<file path="config.mk">
export PLATFORM = sky130hd
export DESIGN_NAME = pidpd_ctrl
export DESIGN_NICKNAME = d
export VERILOG_FILES = /design/src/rtl/pidpd_pkg.sv /design/src/rtl/pidpd_ctrl.sv
export SDC_FILE = /design/constraint.sdc
export NUM_CORES = 1
export LEC_CHECK = 0
export ABC_AREA = 1
export BUFFER_PORTS_ARGS = -buffer_cell sky130_fd_sc_hd__clkbuf_2
export CAP_MARGIN = 5
export CORE_AREA = 2 2 39 41
export DETAILED_ROUTE_END_ITERATION = 8
export DIE_AREA = 0 0 41 43
export HOLD_SLACK_MARGIN = 0.03
export PLACE_DENSITY = 0.83
export SLEW_MARGIN = 20
export SYNTH_ARGS = -nofsm -noshare
export SYNTH_HDL_FRONTEND = slang
export SYNTH_SLANG_ARGS = --single-unit
</file>
<file path="constraint.sdc">
create_clock -name clk -period 3.4 [get_ports clk]
set_input_delay 0.68 -clock clk [delete_from_list [all_inputs] [get_ports clk]]
set_output_delay 0.68 -clock clk [all_outputs]
set_load 0.05 [all_outputs]
</file>
<file path="src/rtl/pidpd_pkg.sv">
// Types, constants and a helper function shared by the power-to-DAC converter.
package pidpd_pkg;

  localparam int FRAC_BITS  = 16;
  localparam int SCALE_BITS = 12;
  localparam int CODE_SHIFT = FRAC_BITS + SCALE_BITS;
  localparam int DAC_MAX    = 4095;
  localparam logic signed [25:0] VOLTAGE_OFFSET = 26'sd0;

  localparam int SQRT_STEPS = 24;
  localparam int DIV_STEPS  = 24;

  localparam logic [1:0] ROUTE_CURRENT = 2'd1;
  localparam logic [1:0] ROUTE_VOLTAGE = 2'd2;

  localparam logic [1:0] TGT_NONE    = 2'd0;
  localparam logic [1:0] TGT_CURRENT = 2'd1;
  localparam logic [1:0] TGT_VOLTAGE = 2'd2;

  typedef struct packed {
    logic               loop_index;
    logic signed [31:0] power_demand;
    logic [23:0]        mosfet_voltage;
    logic [23:0]        mosfet_current;
  } in_item_t;

  typedef struct packed {
    logic [1:0]  dac_target;
    logic [11:0] dac_code;
    logic        power_limited;
    logic        low_current_pin;
  } out_item_t;

  typedef enum logic [2:0] {
    CFG_MAX_POWER_LOSS,
    CFG_CURRENT_OFFSET,
    CFG_MAX_CURRENT,
    CFG_CURRENT_DAC_SCALE,
    CFG_MAX_VOLTAGE,
    CFG_VOLTAGE_DAC_SCALE,
    CFG_CUR_TO_VOLT_SCALE,
    CFG_ROUTE_SELECT
  } cfg_idx_t;

  typedef enum logic [1:0] {
    MUL_POWER,
    MUL_VOLT,
    MUL_CODE_CUR,
    MUL_CODE_VOLT
  } mul_sel_t;

  typedef enum logic [3:0] {
    ST_IDLE,
    ST_SQRT,
    ST_ROUTE,
    ST_PMUL,
    ST_PCMP,
    ST_DIV,
    ST_DFIN,
    ST_CSUM,
    ST_CMUL,
    ST_VMUL,
    ST_VCHK,
    ST_VCMUL,
    ST_FIN
  } state_t;

  typedef struct packed {
    logic     load;
    logic     sqrt_step;
    logic     cur_from_root;
    logic     mul_en;
    mul_sel_t mul_sel;
    logic     div_init;
    logic     div_step;
    logic     cur_from_quot;
    logic     cur_sum;
    logic     volt_sum;
    logic     finish;
  } cmd_t;

  typedef struct packed {
    logic [1:0] route;
    logic       p_over;
    logic       out_free;
  } sts_t;

  // Round half up from Q.(F+12) to an integer code, saturate to 0..DAC_MAX.
  function automatic logic [11:0] to_code(input logic signed [50:0] v);
    logic [51:0] s;
    logic [11:0] code;
    s = {1'b0, v} + (52'd1 << (CODE_SHIFT - 1));
    if (v <= 0) begin
      code = 12'd0;
    end else if (s[51:CODE_SHIFT] > 24'(DAC_MAX)) begin
      code = 12'(DAC_MAX);
    end else begin
      code = s[CODE_SHIFT+11:CODE_SHIFT];
    end
    return code;
  endfunction

endpackage

</file>
<file path="src/rtl/pidpd_ctrl.sv">
// Sequencer for the power-to-DAC converter: steps the datapath through one item.
module pidpd_ctrl (
  input  logic            clk,
  input  logic            rst_n,
  input  logic            in_valid,
  output logic            in_stall,
  input  pidpd_pkg::sts_t sts,
  output pidpd_pkg::cmd_t cmd
);
  import pidpd_pkg::*;

  state_t     state_r, state_nxt;
  logic [4:0] cnt_r, cnt_nxt;

  always_ff @(posedge clk) begin
    if (!rst_n) begin
      state_r <= ST_IDLE;
      cnt_r   <= 5'd0;
    end else begin
      state_r <= state_nxt;
      cnt_r   <= cnt_nxt;
    end
  end

  always_comb begin
    state_nxt   = state_r;
    cnt_nxt     = cnt_r;
    cmd         = '0;
    cmd.mul_sel = MUL_POWER;
    in_stall    = 1'b1;
    unique case (state_r)
      ST_IDLE: begin
        in_stall = 1'b0;
        if (in_valid) begin
          cmd.load  = 1'b1;
          cnt_nxt   = 5'd0;
          state_nxt = ST_SQRT;
        end
      end
      ST_SQRT: begin
        cmd.sqrt_step = 1'b1;
        cnt_nxt       = cnt_r + 5'd1;
        if (cnt_r == 5'(SQRT_STEPS - 1)) state_nxt = ST_ROUTE;
      end
      ST_ROUTE: begin
        cmd.cur_from_root = 1'b1;
        if (sts.route == ROUTE_CURRENT)      state_nxt = ST_PMUL;
        else if (sts.route == ROUTE_VOLTAGE) state_nxt = ST_VMUL;
        else                                 state_nxt = ST_FIN;
      end
      ST_PMUL: begin
        cmd.mul_en  = 1'b1;
        cmd.mul_sel = MUL_POWER;
        state_nxt   = ST_PCMP;
      end
      ST_PCMP: begin
        if (sts.p_over) begin
          cmd.div_init = 1'b1;
          cnt_nxt      = 5'd0;
          state_nxt    = ST_DIV;
        end else begin
          state_nxt = ST_CSUM;
        end
      end
      ST_DIV: begin
        cmd.div_step = 1'b1;
        cnt_nxt      = cnt_r + 5'd1;
        if (cnt_r == 5'(DIV_STEPS - 1)) state_nxt = ST_DFIN;
      end
      ST_DFIN: begin
        cmd.cur_from_quot = 1'b1;
        state_nxt         = ST_CSUM;
      end
      ST_CSUM: begin
        cmd.cur_sum = 1'b1;
        state_nxt   = ST_CMUL;
      end
      ST_CMUL: begin
        cmd.mul_en  = 1'b1;
        cmd.mul_sel = MUL_CODE_CUR;
        state_nxt   = ST_FIN;
      end
      ST_VMUL: begin
        cmd.mul_en  = 1'b1;
        cmd.mul_sel = MUL_VOLT;
        state_nxt   = ST_VCHK;
      end
      ST_VCHK: begin
        cmd.volt_sum = 1'b1;
        state_nxt    = ST_VCMUL;
      end
      ST_VCMUL: begin
        cmd.mul_en  = 1'b1;
        cmd.mul_sel = MUL_CODE_VOLT;
        state_nxt   = ST_FIN;
      end
      ST_FIN: begin
        if (sts.out_free) begin
          cmd.finish = 1'b1;
          state_nxt  = ST_IDLE;
        end
      end
      default: state_nxt = ST_IDLE;
    endcase
  end

endmodule

</file>
==> results.sh, run 1 <==
export IMPL_power_leakage_nw=0.435
export IMPL_antennaDiodeCount=0
export IMPL_switching_power_mw=0.367
export IMPL_max_slew_margin_rel_pct=78.7
export IMPL_cts_max_level=1
export IMPL_run_status="complete, no violations"
export IMPL_rows=14
export IMPL_firstDrtPassIters=2
export IMPL_final_hold_viol_count=0
export IMPL_ys_flop_type="dfxtp_1"
export IMPL_start_util_pct=48.8
export IMPL_min_from="cnt_r[1]"
export IMPL_cp_arrival_ps=1470
export IMPL_wl_microns=1610
export IMPL_whs_path_depth=2
export IMPL_multi_input_area_sq_um=432
export IMPL_regArea_sq_um=180
export IMPL_cts_max_path_buffers=2
export IMPL_synth_most_common_cell="nand2_1"
export IMPL_cts_resized=0
export IMPL_syn_inst=116
export IMPL_viasPerCell=5.00
export IMPL_critPathMaxFanout=7
export IMPL_worstRegToRegCells=7
export IMPL_wl_per_cell_microns=10.4
export IMPL_synth_area_sq_um=676
export IMPL_fin_nets=149
export IMPL_slew_violations=0
export IMPL_dr_total_vias=775
export IMPL_fmax_mhz=466
export IMPL_cts_sinks=9
export IMPL_grt_pass1_wl_microns=2590
export IMPL_pwr_share_comb_pct=61.8
export IMPL_period_minus_slack_ps=2150
export IMPL_drcViolationCount=0
export IMPL_grt_max_degree=9
export IMPL_syn_area_per_cell_sq_um=5.82
export IMPL_ys_warn_count=0
export IMPL_crit_family="flip-flops"
export IMPL_syn_num_nets=125
export IMPL_cts_tree="yes"
export IMPL_r2r_start="state_r[3]"
export IMPL_crit_top_cell="inv_1"
export IMPL_synthTopCellsByArea="dfxtp_1, nand2_1, nor2_1, nand3_1, inv_1"
export IMPL_drtAntennaViolNets=0
export IMPL_ys_types=18
export IMPL_postLayoutCoreUtil_pct=59.0
export IMPL_synth_largest_area_cell="dfxtp_1"
export IMPL_worst_path_buf_inv=3
export IMPL_cts_reportedPaths_clkPinSlew_ps=60
export IMPL_rsz0062_at_grt="no"
export IMPL_nFillCells=138
export IMPL_critical_path_slowest_cell="dfxtp_1"
export IMPL_rr_endpoint="cnt_r[3]"
export IMPL_timing_final_ws_setup_ps=1250
export IMPL_portBuffers=19
export IMPL_dieArea_sq_mm=0.00176
export IMPL_fp_dieW_microns=41
export IMPL_cp_cell_sequence="inv_1 > nor2_1 > nand2_1 > inv_1 > clkbuf_2"
export IMPL_min_to="cnt_r[1]"
export IMPL_grt_usage_pct=21.5
export IMPL_holdWs_ps=512
export IMPL_core_area_sq_mm=0.00138
export IMPL_power_frac_clock_pct=12.9
export IMPL_cpPeakStageDelay_ps=480
export IMPL_ios=20
export IMPL_setup_violations_final=0
export IMPL_globalplace_congestion=0.764
export IMPL_synth_edf_count=0
export IMPL_dp_slack_ps=1390
export IMPL_synthArstFlopShare_pct=0
export IMPL_yosysSeqAreaShare_pct=26.7
export IMPL_min_delay_path_class="register to register"
export IMPL_root_buffer="clkbuf_4"
export IMPL_yosysTopAreaCellShare_pct=26.7
export IMPL_antenna_found_initial=0
export IMPL_worstPathRequired_ps=2720
export IMPL_path_class="register to output pin"
export IMPL_p_per_area_mw_per_mm2=789
export IMPL_irDropWorstVdd_mv=0.361
export IMPL_cts_hold_fix_buffers=0
export IMPL_synthTopCellsByCount="nand2_1, nor2_1, inv_1, nand3_1, dfxtp_1"
export IMPL_cts_made_buffers=3
export IMPL_drt_iter0_drc=12
export IMPL_worst_setup_path_end_kind="output pin"
export IMPL_clkLatencyLatePin_ps=260
export IMPL_drive_above_1_share_pct=24.5
export IMPL_grt_ovfl_total=0
export IMPL_cp_start_kind="register"
export IMPL_intPower_mw=0.277
export IMPL_area_growth_pct=20.9
export IMPL_maxCapViolations=0
export IMPL_sw_frac_of_total_pct=57.0
export IMPL_final_setup_skew_ps=8.67
export IMPL_hpwlAfterDp_microns=1330
export IMPL_p_seq_share_pct=25.2
export IMPL_grt_pass1_vias=682
export IMPL_die_y_microns=43
export IMPL_yosys_register_bits=9
export IMPL_r2r_slack_ps=2130
export IMPL_period_share_pct=63.2
export IMPL_fin_tns_setup_ps=0
export IMPL_worstMarginPinSlew_ps=320
export IMPL_post_cts_repair_setup_buffers=0
-- placed cells by master (no fill, tap or decap), types with 2 or more instances in the layout --
cell type and instances:
nor2_2 6, inv_1 16, nand4_1 3, nand2_1 33
clkbuf_4 3, dfxtp_1 9, clkbuf_2 19, ha_1 2
a21oi_1 8, nand3_1 12, or2_2 2, nor2_1 17
-- kinds of logic (layout without fill, tap and decap cells) --
group | count (synthesis) | in the layout | share of synthesized area (%)
and+or+nand+nor | 77 | 77 | 51.1
buffers and inverters | 17 | 40 | 9.44
AOI/OAI and AO/OA | 11 | 11 | 9.07
DFF | 9 | 9 | 26.7
adders and majority gates | 2 | 2 | 3.70
-- state kept, by name (all words and copies together) (netlist names) --
name	cells
cnt_r	5
state_r	4
-- layer usage --
| layer | GRT usage, % | routed length, microns |
|---|---|---|
| met3 | 1.57 | 53 |
| met4 | 14.0 | 13 |
| met1 | 21.5 | 684 |
| met2 | 38.4 | 854 |
| met5 | 0 | 0 |
-- worst max path at each step --
stage,end,from,cells past startpoint,slack (ps)
5_1_grt,cmd[7],state_r[3],5,1130
2_1_floorplan,cmd[0],sts[0],2,510
3_5_place_dp,cmd[0],sts[0],4,1390
4_1_cts,cmd[7],state_r[3],5,1250
6_report,cmd[3],state_r[2],5,1250
3_3_place_gp,cmd[0],sts[0],4,1410
-- per-stage QoR --
stage                     cells  total power [mW]  cell area (sq um)
after detailed placement    151             0.562                791
after CTS                   155             0.648                817
final                       155             0.644                817
after floorplan             116             0.478                676
after global placement      151             0.555                791
after global routing        155             0.698                817
-- area by class of cell --
class | instances | area share (%)
clock buffers | 4 | 3.22
multi-input cells | 90 | 52.8
repair buffers | 19 | 11.6
inverters | 17 | 7.81
flip-flops and latches | 9 | 22.1
well taps | 16 | 2.45
-- tightest hold or removal path, delay by kind of cell (launching register included) --
kind	cells	cell delay, ps
DFF	1	330
and+or+nand+nor	1	70
AOI/OAI and AO/OA	1	60
-- power groups by stage --
| stage | sequential (mW) | clock (mW) | combinational (mW) |
|---|---|---|---|
| 5_1_grt | 0.167 | 0.0915 | 0.439 |
| 2_1_floorplan | 0.156 | 0 | 0.322 |
| 6_report | 0.163 | 0.0832 | 0.398 |
| 3_5_place_dp | 0.164 | 0 | 0.398 |
| 4_1_cts | 0.162 | 0.0871 | 0.399 |
| 3_3_place_gp | 0.163 | 0 | 0.392 |
No activity file was read; power rests on OpenSTA's default activity.
==> inputs of run 2 (changes only) <==
CORE_AREA = 2 2 41 43   (was 2 2 39 41)
DIE_AREA = 0 0 43 45   (was 0 0 41 43)
PLACE_DENSITY = 0.76   (was 0.83)
clock period = 2.2 ns   (was 3.4 ns; I/O delays follow)
==> results.sh, run 2 (synthesis results as in run 1) <==
export IMPL_period_minus_slack_ps=1930
export IMPL_design_area_sq_um=823
export IMPL_drtAntennaViolNets=0
export IMPL_rsz0062_at_grt="no"
export IMPL_grt_usage_pct=19.4
export IMPL_viasPerCell=5.11
export IMPL_cpPeakStageDelay_ps=480
export IMPL_dpl_cell_area_sq_um=797
export IMPL_antenna_found_initial=0
export IMPL_worstMarginPinSlew_ps=298
export IMPL_largest_register="cnt_r"
export IMPL_cts_hold_fix_buffers=0
export IMPL_min_delay_path_class="input port to register"
export IMPL_switching_power_mw=0.569
export IMPL_worst_setup_path_end_kind="output pin"
export IMPL_layout_common_cells="nand2_1, clkbuf_2, nor2_1"
export IMPL_root_buffer="clkbuf_4"
export IMPL_cts_max_path_buffers=2
export IMPL_p_per_area_mw_per_mm2=1210
export IMPL_holdWs_ps=380
export IMPL_dr_total_vias=792
export IMPL_grt_max_degree=9
export IMPL_slew_violations=0
export IMPL_drive_above_1_share_pct=25.2
export IMPL_portBuffers=19
export IMPL_cp_num_cells=5
export IMPL_grt_pass1_vias=710
export IMPL_hpwlAfterDp_microns=1300
export IMPL_irDropWorstVdd_mv=0.577
export IMPL_startpoint="state_r[1]"
export IMPL_maxCapViolations=0
export IMPL_wl_microns=1600
export IMPL_fmax_mhz=518
export IMPL_globalplace_congestion=0.851
export IMPL_cts_made_buffers=3
export IMPL_fin_nets=149
export IMPL_area_growth_pct=21.9
export IMPL_fp_dieW_microns=43
export IMPL_rr_endpoint="cnt_r[2]"
export IMPL_antennaDiodeCount=0
export IMPL_core_area_sq_mm=0.00147
export IMPL_total_power_mw=0.997
export IMPL_fin_tns_setup_ps=0
export IMPL_worst_path_buf_inv=3
export IMPL_nFillCells=142
export IMPL_place_inst=151
export IMPL_path_class="register to output pin"
export IMPL_power_frac_clock_pct=12.8
export IMPL_multi_input_area_sq_um=438
export IMPL_final_hold_viol_count=0
export IMPL_max_slew_margin_rel_pct=80.1
export IMPL_cp_start_kind="register"
export IMPL_final_setup_skew_ps=2.98
export IMPL_critPathMaxFanout=7
export IMPL_setup_violations_final=0
export IMPL_grt_ovfl_total=0
export IMPL_crit_family="flip-flops"
export IMPL_pwr_share_comb_pct=61.8
export IMPL_largest_register_ffs=5
export IMPL_cts_max_level=1
export IMPL_intPower_mw=0.428
export IMPL_cts_reportedPaths_clkPinSlew_ps=60
export IMPL_rows=14
export IMPL_start_util_pct=45.9
export IMPL_power_leakage_nw=0.436
export IMPL_period_share_pct=87.7
export IMPL_reg_top3="cnt_r: 5 flops, state_r: 4 flops"
export IMPL_r2r_slack_ps=930
export IMPL_crit_top_cell="inv_1"
export IMPL_run_status="complete, no violations"
export IMPL_cp_arrival_ps=1490
export IMPL_worstRegToRegCells=7
export IMPL_drcViolationCount=0
export IMPL_r2r_start="state_r[3]"
export IMPL_critical_path_slowest_cell="dfxtp_1"
export IMPL_p_seq_share_pct=25.4
export IMPL_final_common_cell="nand2_1"
export IMPL_post_cts_repair_setup_buffers=0
export IMPL_firstDrtPassIters=4
export IMPL_ios=20
export IMPL_wl_per_cell_microns=10.3
export IMPL_timing_final_ws_setup_ps=271
export IMPL_stdcell_count=155
export IMPL_cts_resized=0
export IMPL_cp_cell_sequence="inv_1 > nor2_1 > nand2_1 > inv_1 > clkbuf_2"
export IMPL_drt_iter0_drc=20
export IMPL_die_y_microns=45
export IMPL_clkLatencyLatePin_ps=260
export IMPL_sw_frac_of_total_pct=57.0
export IMPL_dieArea_sq_mm=0.00194
export IMPL_cts_sinks=9
export IMPL_cts_tree="yes"
export IMPL_postLayoutCoreUtil_pct=56.0
export IMPL_crit_path_end="cmd[3]"
export IMPL_worstPathRequired_ps=1760
export IMPL_regArea_sq_um=180
export IMPL_grt_pass1_wl_microns=2840
export IMPL_dp_slack_ps=568
-- run 2: changes by cell type in the layout (fill, tap and decap cells not counted) --
cell / delta
nor4_1: -1
nor4_2: +1
-- run 2: final cells by class --
type                            count  share of cell area (%)
Inverter                           17                    7.75
Timing Repair Buffer               19                    11.6
Tap cell                           16                    2.43
Clock buffer                        4                    3.19
Sequential cell                     9                    21.9
Multi-Input combinational cell     90                    53.2
-- run 2: power groups by stage --
stage | clock, mW | combinational [mW] | sequential [mW]
3_5_place_dp | 0 | 0.618 | 0.256
4_1_cts | 0.133 | 0.619 | 0.252
3_3_place_gp | 0 | 0.616 | 0.253
2_1_floorplan | 0 | 0.498 | 0.243
6_report | 0.127 | 0.617 | 0.253
5_1_grt | 0.138 | 0.686 | 0.258
-- run 2: worst min path at each step --
stage,start,end,slack [ps],depth (start not counted)
final,rst_n,state_r[3],380,3
after global routing,rst_n,state_r[3],390,3
after CTS,rst_n,state_r[3],370,3
after detailed placement,cnt_r[1],cnt_r[1],490,2
after global placement,cnt_r[1],cnt_r[1],490,2
after floorplan,cnt_r[3],cnt_r[3],470,2
-- run 2: per-layer routing --
layer | global-route usage (%) | up-vias | wire (microns)
li1 | - | 415 | -
met1 | 24.1 | 346 | 716
met2 | 33.6 | 27 | 764
met3 | 2.40 | 4 | 94
met4 | 9.09 | 0 | 26
met5 | 0 | - | 0
-- run 2: worst reg2reg max path, stage by stage (launching register included) --
cell and delay (ps):
dfxtp_1 490, inv_2 110, nand2_1 150, nor2_1 50
nand2_1 70, nand3_2 120, nand2_1 90, a21oi_1 60
==> inputs of run 3 (changes only) <==
PLACE_DENSITY = 0.71   (was 0.76)
==> results.sh, run 3 (synthesis results as in run 1) <==
export IMPL_cp_start_kind="register"
export IMPL_critPathMaxFanout=7
export IMPL_final_setup_skew_ps=4.05
export IMPL_final_hold_viol_count=0
export IMPL_clkLatencyLatePin_ps=270
export IMPL_die_y_microns=45
export IMPL_fp_dieW_microns=43
export IMPL_cts_max_level=1
export IMPL_total_power_mw=1.01
export IMPL_firstDrtPassIters=4
export IMPL_crit_family="flip-flops"
export IMPL_cp_num_cells=5
export IMPL_layout_common_cells="nand2_1, clkbuf_2, nor2_1"
export IMPL_antenna_found_initial=0
export IMPL_grt_ovfl_total=0
export IMPL_grt_usage_pct=18.2
export IMPL_design_area_sq_um=823
export IMPL_setup_violations_final=0
export IMPL_cts_tree="yes"
export IMPL_cts_sinks=9
export IMPL_period_minus_slack_ps=1940
export IMPL_worstRegToRegCells=6
export IMPL_cp_arrival_ps=1500
export IMPL_drtAntennaViolNets=0
export IMPL_r2r_slack_ps=910
export IMPL_r2r_start="state_r[0]"
export IMPL_rows=14
export IMPL_crit_top_cell="inv_1"
export IMPL_viasPerCell=5.16
export IMPL_antennaDiodeCount=0
export IMPL_area_growth_pct=21.9
export IMPL_critical_path_slowest_cell="dfxtp_1"
export IMPL_cts_reportedPaths_clkPinSlew_ps=60
export IMPL_final_common_cell="nand2_1"
export IMPL_start_util_pct=45.9
export IMPL_startpoint="state_r[1]"
export IMPL_crit_path_end="cmd[3]"
export IMPL_cts_hold_fix_buffers=0
export IMPL_cp_cell_sequence="inv_1 > nor2_1 > nand2_1 > inv_1 > clkbuf_2"
export IMPL_grt_pass1_vias=654
export IMPL_portBuffers=19
export IMPL_fmax_mhz=515
export IMPL_max_slew_margin_rel_pct=80.6
export IMPL_root_buffer="clkbuf_4"
export IMPL_rsz0062_at_grt="no"
export IMPL_cts_made_buffers=3
export IMPL_dr_total_vias=800
export IMPL_dpl_cell_area_sq_um=797
export IMPL_wl_per_cell_microns=10.4
export IMPL_slew_violations=0
export IMPL_cts_resized=0
export IMPL_cpPeakStageDelay_ps=490
export IMPL_irDropWorstVdd_mv=0.564
export IMPL_cts_max_path_buffers=2
export IMPL_timing_final_ws_setup_ps=259
export IMPL_multi_input_area_sq_um=438
export IMPL_dieArea_sq_mm=0.00194
export IMPL_stdcell_count=155
export IMPL_path_class="register to output pin"
export IMPL_drt_iter0_drc=13
export IMPL_post_cts_repair_setup_buffers=0
export IMPL_rr_endpoint="state_r[2]"
export IMPL_drive_above_1_share_pct=25.2
export IMPL_dp_slack_ps=570
export IMPL_core_area_sq_mm=0.00147
export IMPL_p_per_area_mw_per_mm2=1220
export IMPL_regArea_sq_um=180
export IMPL_largest_register_ffs=5
export IMPL_globalplace_congestion=0.934
export IMPL_worst_path_buf_inv=3
export IMPL_fin_tns_setup_ps=0
export IMPL_worst_setup_path_end_kind="output pin"
export IMPL_nFillCells=157
export IMPL_worstMarginPinSlew_ps=291
export IMPL_hpwlAfterDp_microns=1290
export IMPL_ios=20
export IMPL_period_share_pct=88.2
export IMPL_worstPathRequired_ps=1760
export IMPL_drcViolationCount=0
export IMPL_reg_top3="cnt_r: 5 flops, state_r: 4 flops"
export IMPL_grt_max_degree=9
export IMPL_place_inst=151
export IMPL_postLayoutCoreUtil_pct=56.0
export IMPL_holdWs_ps=362
export IMPL_min_delay_path_class="input port to register"
export IMPL_power_leakage_nw=0.436
export IMPL_run_status="complete, no violations"
export IMPL_largest_register="cnt_r"
export IMPL_wl_microns=1620
export IMPL_grt_pass1_wl_microns=2590
export IMPL_maxCapViolations=0
export IMPL_fin_nets=149
==> run 3: cell counts in the layout (fill, tap and decap cells not counted) <==
No cell type changed its count.
==> run 3: power by group <==
part | switching, mW | internal (mW)
logic | 0.454 | 0.163
registers | 0.0581 | 0.195
clock network | 0.0646 | 0.0703
==> run 3: worst min-delay path: cells and delay by family <==
| family | cells | cell delay, ps |
|---|---|---|
| and+or+nand+nor | 1 | 40 |
| buffers and inverters | 2 | 120 |
==> run 3: worst min path at each step <==
stage | from | to | depth (start not counted)
final | rst_n | state_r[3] | 3
after global routing | rst_n | state_r[3] | 3
after CTS | rst_n | state_r[3] | 3
after detailed placement | cnt_r[3] | cnt_r[3] | 2
after global placement | cnt_r[1] | cnt_r[1] | 2
after floorplan | cnt_r[3] | cnt_r[3] | 2
==> run 3: layer usage <==
layer  part of all wire (%)  up-vias  track usage, %  routed length (microns)
met1                     45      347            21.9                      722
met5                      0        -               0                        0
met4                    2.4        0            10.9                       38
li1                       -      421               -                        -
met2                     48       27            30.3                      769
met3                    5.3        5            3.60                       85
==> run 3: cell type report <==
cell class                      count  area share, %
Tap cell                           16           2.43
Clock buffer                        4           3.19
Multi-Input combinational cell     90           53.2
Inverter                           17           7.75
Sequential cell                     9           21.9
Timing Repair Buffer               19           11.6
